--- config.mk ---
export PLATFORM = sky130hd
export DESIGN_NAME = fw2x_walk
export DESIGN_NICKNAME = d
export VERILOG_FILES = /design/src/sv/fw2x_pkg.sv /design/src/sv/fw2x_walk.sv
export SDC_FILE = /design/constraint.sdc
export NUM_CORES = 1
export LEC_CHECK = 0
export BUFFER_PORTS_ARGS = -buffer_cell sky130_fd_sc_hd__clkbuf_2
export CAP_MARGIN = 20
export CORE_ASPECT_RATIO = 0.6
export CORE_MARGIN = 2
export CORE_UTILIZATION = 54
export DETAILED_ROUTE_END_ITERATION = 10
export PLACE_DENSITY_LB_ADDON = 0.12
export RECOVER_POWER = 50
export SETUP_SLACK_MARGIN = 0.05
export SLEW_MARGIN = 20
export SYNTH_ARGS = -nofsm -noshare
export SYNTH_HDL_FRONTEND = slang
export SYNTH_SLANG_ARGS = --single-unit
export TNS_END_PERCENT = 30
--- constraint.sdc ---
create_clock -name clk -period 5.7 [get_ports clk]
set_clock_uncertainty 0.05 [all_clocks]
set_input_delay 0.57 -clock clk [delete_from_list [all_inputs] [get_ports clk]]
set_output_delay 0.57 -clock clk [all_outputs]
set_load 0.005 [all_outputs]
--- src/sv/fw2x_pkg.sv ---
// Shared types and constants of the two-dimensional XOR Fenwick tree.
package fw2x_pkg;

  localparam int POS_W  = 7;
  localparam int WALK_W = POS_W + 1;
  localparam int DATA_W = 32;

  localparam logic KIND_UPDATE = 1'b0;
  localparam logic KIND_QUERY  = 1'b1;

  typedef logic [0:0] cfg_index_t;
  localparam cfg_index_t REG_ROWS = 1'b0;
  localparam cfg_index_t REG_COLS = 1'b1;

  typedef struct packed {
    logic              kind;
    logic [POS_W-1:0]  row_pos;
    logic [POS_W-1:0]  col_pos;
    logic [DATA_W-1:0] value;
  } item_t;

  typedef struct packed {
    logic [DATA_W-1:0] prefix_xor;
  } result_t;

  typedef struct packed {
    cfg_index_t       index;
    logic [POS_W-1:0] value;
  } cfg_t;

  // Start command for the index walker.
  typedef struct packed {
    logic             start;
    logic             query;
    logic [POS_W-1:0] row;
    logic [POS_W-1:0] col;
    logic [POS_W-1:0] rows;
    logic [POS_W-1:0] cols;
  } walk_cmd_t;

  // Per-cycle status of the index walker.
  typedef struct packed {
    logic issue;
    logic last;
    logic query;
    logic busy;
  } walk_stat_t;

endpackage

--- src/sv/fw2x_walk.sv ---
// Index walker: steps the row and column chains and issues one cell read a cycle.
module fw2x_walk #(
  parameter int RAW = 6,
  parameter int CAW = 6
) (
  input  logic                   clk,
  input  logic                   rst,
  input  fw2x_pkg::walk_cmd_t    cmd,
  output fw2x_pkg::walk_stat_t   stat,
  output logic [RAW+CAW-1:0]     addr
);
  import fw2x_pkg::*;

  typedef enum logic [1:0] {
    WS_IDLE = 2'b01,
    WS_RUN  = 2'b10
  } walk_state_t;

  walk_state_t       state, state_next;
  logic [WALK_W-1:0] k, k_next, l, l_next, col0;
  logic [POS_W-1:0]  h, w;
  logic              query;

  logic [WALK_W-1:0] lb_k, lb_l, k_step, l_step;
  logic              k_end, l_end, last;

  always_comb begin
    lb_k   = k & (~k + WALK_W'(1));
    lb_l   = l & (~l + WALK_W'(1));
    k_step = query ? (k - lb_k) : (k + lb_k);
    l_step = query ? (l - lb_l) : (l + lb_l);
    k_end  = query ? (k_step == '0) : (k_step > {1'b0, h});
    l_end  = query ? (l_step == '0) : (l_step > {1'b0, w});
    last   = k_end && l_end;

    state_next = state;
    k_next     = k;
    l_next     = l;
    case (state)
      WS_IDLE: begin
        if (cmd.start) begin
          state_next = WS_RUN;
          k_next     = {1'b0, cmd.row};
          l_next     = {1'b0, cmd.col};
        end
      end
      WS_RUN: begin
        if (l_end) begin
          k_next = k_step;
          l_next = col0;
        end else begin
          l_next = l_step;
        end
        if (last) begin
          state_next = WS_IDLE;
        end
      end
      default: state_next = WS_IDLE;
    endcase
  end

  always_ff @(posedge clk) begin
    if (rst) begin
      state <= WS_IDLE;
    end else begin
      state <= state_next;
    end
    k <= k_next;
    l <= l_next;
    if (state == WS_IDLE && cmd.start) begin
      col0  <= {1'b0, cmd.col};
      h     <= cmd.rows;
      w     <= cmd.cols;
      query <= cmd.query;
    end
  end

  assign stat.issue = (state == WS_RUN);
  assign stat.last  = last;
  assign stat.query = query;
  assign stat.busy  = (state == WS_RUN);
  assign addr       = {RAW'(k - WALK_W'(1)), CAW'(l - WALK_W'(1))};

endmodule

==> results of run 1 <==
[worst max path at each step]
| stage | startpoint | end | slack [ns] | cells after the start |
|---|---|---|---|---|
| 4_1_cts | k[0]$_DFFE_PP_ | stat[2] | 0.37 | 16 |
| 5_1_grt | k[0]$_DFFE_PP_ | stat[2] | 0.11 | 16 |
| 6_report | k[0]$_DFFE_PP_ | stat[2] | 0.34 | 16 |
| 3_3_place_gp | l[0]$_DFFE_PP_ | k[0]$_DFFE_PP_ | 0.88 | 15 |
| 2_1_floorplan | l[0]$_DFFE_PP_ | k[0]$_DFFE_PP_ | 1.31 | 16 |
| 3_5_place_dp | l[1]$_DFFE_PP_ | k[2]$_DFFE_PP_ | 0.68 | 16 |
[worst max-delay path, delay by kind of cell, from the launching register on]
family,cells,cell delay [ns]
adder cells (fa/ha/maj),3,1.02
flip-flops,1,0.46
XOR/XNOR,1,0.22
AND/OR/NAND/NOR,5,1.24
buffers and inverters,2,0.33
AO/OA/AOI/OAI,5,1.17
[cell usage after synthesis, types with 2 or more instances]
library cell / number / area, um2
nor2b_1: 8 / 50.1
clkbuf_1: 4 / 15.0
inv_1: 31 / 116
or3_1: 3 / 18.8
nor3b_1: 2 / 15.0
o21ai_1: 3 / 15.0
nand2_1: 31 / 116
or2_2: 5 / 31.3
nand2b_1: 4 / 25.0
nor3_1: 8 / 40.0
o21ai_0: 12 / 60.1
xnor2_1: 10 / 87.6
o22ai_1: 3 / 18.8
buf_4: 3 / 22.5
o211a_1: 2 / 20.0
o21a_1: 6 / 45.0
nand4_1: 2 / 12.5
o221a_2: 2 / 22.5
a21oi_1: 7 / 35.0
and2_1: 2 / 12.5
a21o_1: 4 / 30.0
nor2_1: 22 / 82.6
o2111ai_1: 2 / 17.5
a31oi_1: 5 / 31.3
dfxtp_1: 2 / 40.0
a221o_1: 6 / 60.1
a211oi_2: 2 / 25.0
xor2_1: 17 / 149
and3_1: 2 / 12.5
nand4b_1: 2 / 17.5
mux2i_1: 2 / 20.0
edfxtp_1: 38 / 1140
a311oi_1: 2 / 17.5
ha_1: 32 / 400
nand3_1: 7 / 35.0
[per-stage QoR]
stage / cell area (um2) / setup slack [ns] / power (mW) / cells / hold slack [ns]
after floorplan: 3090 / 1.31 / 0.685 / 313 / 0.508
after global placement: 3380 / 0.877 / 0.782 / 432 / 0.565
after detailed placement: 3380 / 0.684 / 0.787 / 432 / 0.579
after CTS: 3470 / 0.371 / 0.971 / 440 / 0.399
after global routing: 3460 / 0.109 / 1.04 / 440 / 0.393
final: 3460 / 0.345 / 0.971 / 440 / 0.404
[metal layers]
layer | global-route usage | up-vias | part of all wire
li1 | - | 1217 | -
met1 | 0.384 | 1089 | 0.55
met2 | 0.275 | 85 | 0.37
met3 | 0.0425 | 2 | 0.083
met4 | 0.0355 | 0 | 0.0022
met5 | 0 | - | 0
[cell type report]
type                       count  area (um2)
clock buffer                   5        68.8
clock inverter                 3        18.8
fill                         479        2090
inverter                      31         116
multi-input combinational    233        1740
sequential                    40        1180
tap                           80         100
timing repair buffer          48         233
[registers in the layout, indices dropped and copies added (netlist names)]
register  count
l             8
w             7
h             7
k             8
col0          7
state         2
query         1
[cell families (layout without fill, tap and decap cells)]
group           Yosys count  count (layout)  synth area share
compound gates           63              63             0.163
xor+xnor                 28              28            0.0846
fa+ha+maj                32              32             0.130
buf+inv                  40              87            0.0551
flops                    40              40             0.382
mux                       2               2           0.00648
simple gates            108             108             0.179
[power breakdown]
| part | switching [mW] | internal [mW] | total, mW |
|---|---|---|---|
| sequential | 0.0206 | 0.352 | 0.373 |
| clock | 0.0987 | 0.0853 | 0.184 |
| combinational | 0.241 | 0.173 | 0.414 |
| total | 0.360 | 0.610 | 0.971 |
==> results.toml, run 1 <==
[run_status]
status = "finished, final reports clean"

[hold_path]
worstHoldPathCells = 1
min_to = "w[1]$_DFFE_PP_"
min-delay-path-class = "in -> reg"
holdCritStartpoint = "cmd[1]"

[timing]
relSlewSlack = 0.361
fmax_mhz = 187
rsz0062_at_grt = "false"
setup_viol = 0
fin_crit_ns = 5.36
report.final.slew_viol_count = 0
tns_ns = 0
period_share = 0.940
hold_viol_final = 0
tightestPinTransition_ns = 0.947

[final_layout]
drive_above_1_share = 0.181
fin_nets = 423
syn_to_final_growth_pct = 11.9
antenna_cells = 0
layout_commonest_cell = "clkbuf_2"
final_core_util = 0.623
final_cell_mix = "clkbuf_2 (39), edfxtp_1 (38), ha_1 (32)"

[die]
ios = 48
start_util = 0.557
rows = 21
die_y_um = 62.6
dieArea_um2 = 6360
core_um2 = 5540
die_width_um = 102

[clock_network]
postCtsSetupRepairBufs = 0
worst_skew_pair.late_latency_ns = 0.28
ctsHoldBuffers = 0
cts_tree = "done"
cts_root_buf = "clkbuf_8"
post_cts_resized = 0
cts_buffer_depth = 2
numCtsBuffers = 5
clk_pin_slew_ns = 0.08
h-tree-depth = 2
clkSinkCount = 40

[placed_design]
numPortBuffers = 47
gp_congestion = 0.845
place_hpwl_um = 5340

[pwr]
p_leak_nw = 1.50
ir_drop_uv = 199
power.density_nw_per_um2 = 281

[synth]
syn_avg_cell_area_um2 = 9.87
syn_inst = 313
seq_area_frac_synth = 0.382
synth_flop_cell = "edfxtp_1"
ys_warn_count = 0
syn_nets = 377
synth-edff-count = 38
synthArstFlopShare = 0
synth_cell_type_count = 55
synth_seq_cells = 40
netlist_area_um2 = 3090

[global_route]
antenna_found_initial = 0
grt_pass1_wl_um = 11000
grt_max_degree = 23
gr-total-overflow = 0
track_usage = 0.220
grt_pass1_vias = 2169

[worst_setup_path]
rrSetupSlack_ns = 0.99
cp_slowest_cell = "or4b_2"
cpPeakStageDelay_ns = 0.64
crit_type = "reg -> out"
worstSetupEndpointType = "output port"
crit_required_ns = 5.08
crit_fanout = 7
crit_chain = "inv_1 > ha_1 > nand2_1 > and3_1 > a31oi_1 > xor2_1 > ha_1 > nor3b_1 > a311oi_1 > o311ai_0 > ha_1 > nand3_1 > or4b_2 > a21oi_1 > a211oi_2 > clkbuf_2"
arrival_ns = 4.74
crit_path_start_kind = "flip-flop"
r2r_start = "l[1]$_DFFE_PP_"
timing.rr.end = "k[0]$_DFFE_PP_"
r2r_cells = 15
path_common_cell = "ha_1"

[job]
drv_cap = 0

[routing]
ant_nets = 0
viasPerCell = 5.44
first_iter_violations = 143
drc = 0
wire_per_inst_um = 15.3
via_count = 2393
routed_wirelength_um = 6710
first_pass_iters = 4
No activity file was read; power rests on OpenSTA's default activity.
==> run 2: changes to the inputs <==
Clock period 5.7 ns to 6.8 ns, I/O delays scaled along.
==> results.toml, run 2 (synthesized netlist as in run 1, its figures left out) <==
[worst_setup_path]
arrival_ns = 4.54
r2r_cells = 14
critical-path-top-delay-family = "simple AND/OR/NAND/NOR gates"
crit_fanout = 7
crit_path_start_kind = "flip-flop"
rrSetupSlack_ns = 2.00
cpPeakStageDelay_ns = 0.64
r2r_start = "l[2]$_DFFE_PP_"
critPathBufInv = 1
path_common_cell = "ha_1"
timing.rr.end = "k[1]$_DFFE_PP_"
cp_slowest_cell = "or4b_2"
crit_chain = "nor3_1 > nand2_1 > and3_1 > a31oi_1 > xor2_1 > ha_1 > nor3b_1 > a311oi_1 > o311ai_0 > ha_1 > nand3_1 > or4b_2 > a21oi_1 > a211oi_2 > clkbuf_2"
worstSetupEndpointType = "output port"
crit_required_ns = 6.07
crit_type = "reg -> out"

[pwr]
p_leak_nw = 1.50
ir_drop_uv = 178
power_mw = 0.847
power.density_nw_per_um2 = 244
clkPwrFrac = 0.225
internal_power_mw = 0.548
p_sw_frac = 0.353
combPwrFrac = 0.405
seq_power_share = 0.370
switchingPower_mw = 0.299

[routing]
viasPerCell = 5.46
first_iter_violations = 134
first_pass_iters = 5
ant_nets = 0
routed_wirelength_um = 6410
via_count = 2396
drc = 0
wire_per_inst_um = 14.6

[timing]
fin_crit_ns = 5.27
holdWs_ns = 0.504
tightestPinTransition_ns = 0.820
relSlewSlack = 0.447
report.final.slew_viol_count = 0
fmax_mhz = 190
setup_viol = 0
period_share = 0.775
tns_ns = 0
hold_viol_final = 0
rsz0062_at_grt = "false"

[job]
drv_cap = 0

[final_layout]
design_area_um2 = 3470
fillerInstances = 474
multiInputGateArea_um2 = 1740
drive_above_1_share = 0.181
regArea_um2 = 1180
fin_nets = 422
final_cell_mix = "clkbuf_2 (40), edfxtp_1 (38), ha_1 (32)"
syn_to_final_growth_pct = 12.4
layout_commonest_cell = "clkbuf_2"
largestRegisters = "k x8, l x8"
antenna_cells = 0

[global_route]
grt_max_degree = 23
grt_pass1_wl_um = 10600
gr-total-overflow = 0
grt_pass1_vias = 2109
track_usage = 0.217
antenna_found_initial = 0

[die]
ios = 48
die_y_um = 62.6
core_um2 = 5540
dieArea_um2 = 6360
rows = 21
die_width_um = 102
start_util = 0.557

[placed_design]
gp_congestion = 0.853
placed_cell_area_um2 = 3370
numPortBuffers = 47
place_hpwl_um = 5060

[clock_network]
clkSinkCount = 40
cts_root_buf = "clkbuf_8"
cts_buffer_depth = 2
numCtsBuffers = 5
h-tree-depth = 2
post_cts_resized = 0
postCtsSetupRepairBufs = 0
cts_tree = "done"
worst_skew_pair.late_latency_ns = 0.29
clk_pin_slew_ns = 0.08
ctsHoldBuffers = 0

[hold_path]
worstHoldPathCells = 1
min-delay-path-class = "in -> reg"
holdCritStartpoint = "cmd[1]"
min_to = "w[1]$_DFFE_PP_"

[run_status]
status = "finished, final reports clean"
run 2: cell count changes in the layout (fill, tap and decap cells not counted), sizes merged:
cell / before / now
bufinv: 0 / 1
buf: 1 / 0
clkinv: 3 / 1
clkinvlp: 0 / 1
run 2: worst max path at each step:
stage	slack, ns	startpoint	depth (start not counted)	endpoint
2_1_floorplan	2.35	k[0]$_DFFE_PP_	16	stat[2]
3_3_place_gp	1.78	l[1]$_DFFE_PP_	15	k[6]$_DFFE_PP_
3_5_place_dp	1.71	l[1]$_DFFE_PP_	15	k[6]$_DFFE_PP_
4_1_cts	1.56	l[1]$_DFFE_PP_	16	stat[2]
5_1_grt	1.25	k[0]$_DFFE_PP_	15	stat[2]
6_report	1.53	k[2]$_DFFE_PP_	15	stat[2]
run 2: through the flow:
step | setup slack [ns] | utilization | std cells
6_report | 1.53 | 0.626 | 439
4_1_cts | 1.56 | 0.628 | 439
2_1_floorplan | 2.35 | - | 313
3_3_place_gp | 1.78 | 0.608 | 431
5_1_grt | 1.25 | 0.626 | 439
3_5_place_dp | 1.71 | 0.608 | 431
run 2: layer usage:
metal,global-route usage,vias to the layer above,part of all wire
met5,0,-,0
met3,0.0481,4,0.081
met2,0.258,89,0.36
li1,-,1220,-
met4,0.0557,0,0.0070
met1,0.377,1083,0.55
run 2: cell type report:
cell class,instances,area share
tap,80,0.0288
multi-input combinational,233,0.500
sequential,40,0.340
timing repair buffer,47,0.0652
clock inverter,3,0.0122
clock buffer,5,0.0198
inverter,31,0.0335
run 2: power by group through the flow:
stage | clock, mW | combinational (mW) | sequential, mW
finish | 0.191 | 0.343 | 0.313
CTS | 0.196 | 0.342 | 0.313
global placement | 0 | 0.337 | 0.317
detailed placement | 0 | 0.339 | 0.318
global route | 0.209 | 0.385 | 0.316
floorplan | 0 | 0.264 | 0.310
run 2: worst reg2reg max path, stage by stage, from the launching register on:
cell and delay, ns:
edfxtp_1 0.54, nor3_1 0.53, nand3_1 0.23, a31oi_1 0.24, xor2_1 0.18, ha_1 0.31, nor3b_1 0.17, a311oi_1 0.29
o311ai_2 0.28, ha_1 0.38, o21a_1 0.12, o22ai_1 0.07, a21oi_1 0.25, o311ai_4 0.21, o21ai_1 0.61
